## src/rtl/ort_ram.sv

```systemverilog
// Generic simple dual-port RAM: one write port, one read port, registered read.
// Used for every table of the outstanding request tracker; no dependencies.
module ort_ram #(
  parameter int unsigned WIDTH = 8,
  parameter int unsigned DEPTH = 64
) (
  input  logic                     clk,
  input  logic                     we,
  input  logic [$clog2(DEPTH)-1:0] waddr,
  input  logic [WIDTH-1:0]         wdata,
  input  logic [$clog2(DEPTH)-1:0] raddr,
  output logic [WIDTH-1:0]         rdata_r
);

  logic [WIDTH-1:0] mem [DEPTH];

  always_ff @(posedge clk) begin
    if (we) begin
      mem[waddr] <= wdata;
    end
    rdata_r <= mem[raddr];
  end

endmodule

```

## config.mk

```make
export PLATFORM = sky130hd
export DESIGN_NAME = ort_ram
export DESIGN_NICKNAME = d
export VERILOG_FILES = /design/src/rtl/ort_ram.sv
export SDC_FILE = /design/constraint.sdc
export NUM_CORES = 1
export LEC_CHECK = 0
export ABC_AREA = 0
export BUFFER_PORTS_ARGS = -buffer_cell sky130_fd_sc_hd__buf_4
export CAP_MARGIN = 20
export CORE_ASPECT_RATIO = 0.6
export CORE_MARGIN = 4
export CORE_UTILIZATION = 44
export CTS_BUF_LIST = sky130_fd_sc_hd__clkbuf_2 sky130_fd_sc_hd__clkbuf_4 sky130_fd_sc_hd__clkbuf_8
export DETAILED_ROUTE_END_ITERATION = 7
export PLACE_DENSITY_LB_ADDON = 0.1
export SYNTH_ARGS = -nofsm -noshare
export SYNTH_HDL_FRONTEND = slang
export SYNTH_SLANG_ARGS = --single-unit
export TNS_END_PERCENT = 5
```

## constraint.sdc

```tcl
create_clock -name clk -period 2.53 [get_ports clk]
set_input_delay 0.3795 -clock clk [delete_from_list [all_inputs] [get_ports clk]]
set_output_delay 0.3795 -clock clk [all_outputs]
set_load 0.005 [all_outputs]
```

==> impl_metrics.csv, run 1 <==
group,metric,value,unit
drt,wl,48.6,mm
sta,post-route-period-util,0.886,
synth,synth_edf_count,512,
drt,vias,9990,
sta,clock-skew-final,0.0207,ns
global_routing,antenna_found_initial,0,
sta,setup_violations,0,
global_routing,grt_max_degree,65,
clock_tree,cts_hold_buf,0,
critical_path,end_kind,"flop",
synth,ys.flop_type,"edfxtp_1",
floorplan,start_util,0.448,
layout,finalNetCount,1134,
critical_path,crit_fanout,1,
layout,drive_gt1_frac,0.340,
placed_design,numPortBuffers,29,
clock_tree,ctsRootBufferMaster,"clkbuf_8",
clock_tree,cts_tree,"done",
pwr,clockPowerShare,0.390,
critical_path,worstSetupStartpointType,"flop",
pwr,peakVddDrop,0.379,mV
synth,syn_avg_cell_area,21.5,um2
floorplan,die_w,284,um
floorplan,io_pins,30,
floorplan,die_area,49400,um2
sta,whs,0.146,ns
critical_path,timing.critical_path.cells,"mux4_2 > mux2_2 > o221a_2 > nor3_1 > o32ai_1",
synth,syn_area,20200,um2
synth,synthTopCellsByArea,"edfxtp_1, mux4_2, nor2_1, mux2i_1, dfxtp_1",
pwr,power_density,741,nW/um2
status,outcome,"finished clean",
clock_tree,cts_max_level,3,
synth,synthArstFlopShare,0,
critical_path,critPathMaxStageDelay,0.52,ns
synth,yosysSeqAreaShare,0.770,
placed_design,place_area,21800,um2
drt,antenna_left,0,
critical_path,cp_slowest_cell,"nor3_1",
clock_tree,cts_resized,0,
pwr,switchingPower,3770,uW
sta,drv_slew,0,
job,max_cap_viol_count,0,
synth,ys_seq_elements,520,
pwr,p_leak,0.00752,uW
critical_path,arrival,2.73,ns
drt,viasPerCell,5.69,
clock_tree,cts_buffer_depth,3,
sta,hold_viol,0,
layout,area_delta_synth_final,15.5,%
placed_design,hpwl,30.2,mm
floorplan,core_region_area,45000,um2
global_routing,overflow,0,
synth,ys_warn_count,0,
synth,synth_most_common_cell,"edfxtp_1",
drt,drt_iter0_drc,1042,
clock_tree,cts_buffers,76,
pwr,comb_power_share,0.056,
synth,synth_common_cells,"edfxtp_1, mux4_2, nor2_1",
drt,wl_per_cell,27.7,um
layout,fin_area,23300,um2
pwr,seqPwrFrac,0.554,
worst_hold_path,hp-class,"in -> reg",
critical_path,criticalPathCategory,"reg -> reg",
clock_tree,path_clk_slew,0.07,ns
pwr,p_int,13500,uW
pwr,p_sw_frac,0.218,
drt,firstDrtPassIters,5,
floorplan,rows,60,
layout,n_fill_cell,3565,
placed_design,gp_congestion,0.812,
synth,synthDistinctLibCells,40,
drt,drc,0,
synth,yosys.area.top_type_share,0.762,
global_routing,grt_pass1_wl,71.1,mm
sta,rsz0062_at_grt,"no",
sta,tightest_slew,0.801,ns
clock_tree,clkLatencyLatePin,0.63,ns
floorplan,die_y,174,um
sta,relSlewSlack,0.466,
sta,max_freq,0.446,GHz
global_routing,track_usage,0.199,
critical_path,worstPathRequired,3.02,ns
global_routing,grt_pass1_vias,10100,
clock_tree,clock-sinks,520,
synth,synth_cells,940,
synth,synth_top_cell_by_area,"edfxtp_1",
synth,syn-num-nets,962,
clock_tree,cts_setup_buffers,0,
sta,finalCriticalPeriod,2.24,ns
## cells by family after synthesis
family / after synthesis / share of synthesized area
buffers and inverters: 51 / 0.0157
AO/OA/AOI/OAI: 54 / 0.0207
multiplexers: 162 / 0.159
flip-flops: 520 / 0.770
AND/OR/NAND/NOR: 153 / 0.0339
## critical path: cells and delay by family (launching register included)
kind               cells  cell delay, ns
DFF                    1            0.37
and+or+nand+nor        1            0.52
AOI/OAI and AO/OA      2            0.46
muxes                  2            0.74
## registers in the layout, indices dropped and copies added, names as in the netlist
register and flops:
mem 512, rdata_r 8
## power groups by stage
stage / clock network [uW] / registers, uW / logic [uW]
6_report: 6740 / 9570 / 966
5_1_grt: 7350 / 9560 / 1040
4_1_cts: 6920 / 9570 / 981
3_5_place_dp: 0 / 9750 / 981
3_3_place_gp: 0 / 9750 / 970
2_1_floorplan: 0 / 9730 / 508
## path summary, 6_finish.rpt
kind | startpoint | to | slack, ns | depth (start not counted)
worst max register to register | mem[21][6] | rdata_r[6] | 0.29 | 5
worst max-delay path | mem[21][6] | rdata_r[6] | 0.29 | 5
worst min register to register | mem[30][4] | rdata_r[4] | 0.85 | 3
worst min-delay path | raddr[5] | rdata_r[3] | 0.15 | 2
## final cells by class
type	count	area, um2	area share
clock buffer	97	1220	0.0522
tap	589	737	0.0316
clock inverter	35	263	0.0113
multi-input combinational	369	4320	0.185
timing repair buffer	145	1230	0.0529
antenna	1	2.50	0.000107
sequential	520	15500	0.667
## cell usage in the layout (no fill, tap or decap), types with 4 or more instances in the layout
master and n:
a221oi_1 6, mux2_2 13, mux2i_1 23, clkbuf_4 19, mux4_2 126, clkinv_1 21
clkinv_2 6, o221ai_1 8, nor3_1 7, nand3_1 13, nand2b_1 7, dfxtp_1 8
nand2_1 19, a211oi_1 4, buf_4 133, o22ai_1 8, bufinv_16 4, nor2_1 83
clkbuf_8 79, nor2b_1 14, buf_12 11, edfxtp_1 512
## layer usage
| metal | vias to the layer above | track usage | part of all wire |
|---|---|---|---|
| met3 | 73 | 0.0478 | 0.066 |
| met4 | 0 | 0.0543 | 0.021 |
| li1 | 4287 | - | - |
| met5 | - | 0 | 0 |
| met1 | 5293 | 0.327 | 0.50 |
| met2 | 337 | 0.265 | 0.41 |
## stage by stage
stage	power, uW	std cells	util	worst slack (ns)	setup TNS [ns]
finish	17300	1756	0.517	0.288	0
global route	17900	1755	0.517	0.280	0
CTS	17500	1755	0.517	0.346	0
detailed placement	10700	1623	0.484	-0.0428	-0.0428
global placement	10700	1623	0.484	-0.0128	-0.0128
floorplan	10200	940	-	0.483	0
No activity file was read; power rests on OpenSTA's default activity.
==> inputs of run 2 (changes only) <==
--- a/config.mk
+++ b/config.mk
@@ -8,7 +8,7 @@
 export ABC_AREA = 0
 export BUFFER_PORTS_ARGS = -buffer_cell sky130_fd_sc_hd__buf_4
 export CAP_MARGIN = 20
-export CORE_ASPECT_RATIO = 0.6
+export CORE_ASPECT_RATIO = 1.1
 export CORE_MARGIN = 4
 export CORE_UTILIZATION = 44
 export CTS_BUF_LIST = sky130_fd_sc_hd__clkbuf_2 sky130_fd_sc_hd__clkbuf_4 sky130_fd_sc_hd__clkbuf_8
==> impl_metrics.csv, run 2 (same netlist as run 1, synthesis figures left out) <==
group,metric,value,unit
global_routing,grt_max_degree,65,
critical_path,timing.critical_path.cells,"mux4_2 > mux2_2 > o221a_2 > nor3_1 > o32ai_1",
critical_path,cp_slowest_cell,"mux4_2",
pwr,comb_power_share,0.055,
placed_design,place_area,21800,um2
critical_path,arrival,2.50,ns
worst_hold_path,worstHoldStart,"raddr[5]",
sta,tightest_slew,0.777,ns
floorplan,die_w,212,um
drt,drc,0,
clock_tree,cts_hold_buf,0,
drt,vias,9977,
worst_hold_path,hp-class,"in -> reg",
sta,setup_violations,0,
layout,layoutNonFillerInstCount,1773,
clock_tree,path_clk_slew,0.06,ns
floorplan,io_pins,30,
drt,viasPerCell,5.63,
clock_tree,cts_tree,"done",
pwr,seqPwrFrac,0.547,
critical_path,worstSetupStartpointType,"flop",
layout,fin_area,23400,um2
clock_tree,ctsRootBufferMaster,"clkbuf_8",
pwr,switchingPower,3740,uW
critical_path,r2r_slack,0.55,ns
layout,largest_register_ffs,512,
floorplan,start_util,0.444,
sta,rsz0062_at_grt,"no",
clock_tree,clock-sinks,520,
floorplan,core_region_area,45500,um2
clock_tree,clkLatencyLatePin,0.64,ns
pwr,peakVddDrop,0.376,mV
pwr,p_sw_frac,0.213,
floorplan,die_area,49300,um2
drt,drt_iter0_drc,825,
sta,fin_tns_setup,0,ns
critical_path,crit_buf_inv,0,
global_routing,overflow,0,
drt,wl,48.1,mm
critical_path,critPathMaxStageDelay,0.46,ns
critical_path,ff2ff_path_depth,5,
layout,area_delta_synth_final,16.2,%
worst_hold_path,hold_path_depth,2,
worst_hold_path,whs_endpoint,"rdata_r[3]",
sta,relSlewSlack,0.482,
drt,wl_per_cell,27.1,um
critical_path,worstPathRequired,3.04,ns
pwr,power,17500,uW
pwr,p_leak,0.00762,uW
job,max_cap_viol_count,0,
layout,biggestRegsByFlops,"mem x512, rdata_r x8",
status,outcome,"finished clean",
clock_tree,cts_setup_buffers,0,
critical_path,rr_endpoint,"rdata_r[4]",
layout,final_cell_mix,"edfxtp_1, buf_4, mux4_2",
layout,layout_commonest_cell,"edfxtp_1",
layout,drive_gt1_frac,0.356,
drt,antenna_left,0,
placed_design,dp_cells,1626,
sta,post-route-period-util,0.784,
clock_tree,cts_buffers,84,
sta,hold_viol,0,
clock_tree,cts_resized,0,
critical_path,crit_fanout,1,
layout,n_fill_cell,3636,
pwr,power_density,747,nW/um2
critical_path,cpLargestDelayFamily,"multiplexers",
critical_path,end_kind,"flop",
placed_design,hpwl,30.2,mm
sta,max_freq,0.504,GHz
global_routing,grt_pass1_vias,10400,
floorplan,rows,82,
layout,largest_register,"mem",
clock_tree,cts_buffer_depth,3,
clock_tree,cts_max_level,3,
global_routing,grt_pass1_wl,71.2,mm
global_routing,track_usage,0.200,
sta,drv_slew,0,
pwr,p_int,13800,uW
layout,finalNetCount,1146,
sta,finalCriticalPeriod,1.98,ns
placed_design,gp_congestion,0.791,
floorplan,die_y,233,um
sta,whs,0.144,ns
drt,firstDrtPassIters,5,
critical_path,r2r-start,"mem[28][4]",
placed_design,numPortBuffers,29,
pwr,clockPowerShare,0.398,
sta,clock-skew-final,0.0245,ns
global_routing,antenna_found_initial,1,
critical_path,criticalPathCategory,"reg -> reg",
## run 2: cell types whose count changed in the layout (fill, tap and decap cells not counted)
cell,before,now
clkbuf_4,19,31
clkbuf_8,79,88
clkinv_1,21,14
buf_4,133,138
clkinv_2,6,11
inv_6,3,0
bufinv_16,4,2
buf_12,11,10
## run 2: worst max-delay path by stage
stage,endpoint,depth (start not counted),start,slack [ns]
finish,rdata_r[4],5,mem[28][4],0.55
global route,rdata_r[2],5,mem[46][2],0.48
CTS,rdata_r[4],5,mem[28][4],0.53
detailed placement,rdata_r[4],7,raddr[0],0.09
global placement,rdata_r[4],7,raddr[0],0.13
floorplan,rdata_r[3],7,raddr[1],0.48
## run 2: routing by layer
layer,global-route usage,vias up,routed length [um]
li1,-,4305,-
met1,0.286,5334,21300
met2,0.311,279,23200
met3,0.0410,59,2490
met4,0.0659,0,1070
met5,0,-,0
## run 2: power groups by stage
stage | Combinational [uW] | Sequential [uW] | Clock, uW
detailed placement | 975 | 9750 | 0
floorplan | 508 | 9730 | 0
CTS | 977 | 9570 | 7190
finish | 954 | 9580 | 6970
global placement | 966 | 9750 | 0
global route | 1030 | 9570 | 7630
## run 2: stage by stage
stage / worst slack (ns) / util
6_report: 0.546 / 0.516
4_1_cts: 0.531 / 0.516
3_3_place_gp: 0.127 / 0.480
2_1_floorplan: 0.483 / -
5_1_grt: 0.482 / 0.516
3_5_place_dp: 0.0938 / 0.480
## run 2: layout make-up
| type | count | area [um2] | area share |
|---|---|---|---|
| Multi-Input combinational cell | 369 | 4320 | 0.184 |
| Tap cell | 588 | 736 | 0.0314 |
| Antenna cell | 1 | 2.50 | 0.000107 |
| Clock inverter | 28 | 175 | 0.00747 |
| Timing Repair Buffer | 149 | 1250 | 0.0533 |
| Sequential cell | 520 | 15500 | 0.663 |
| Clock buffer | 118 | 1430 | 0.0610 |
## run 2: worst reg2reg max path: cells and delay by family (launching register included)
family | cells | cell delay (ns)
AO/OA/AOI/OAI | 2 | 0.44
flip-flops | 1 | 0.37
AND/OR/NAND/NOR | 1 | 0.31
multiplexers | 2 | 0.74
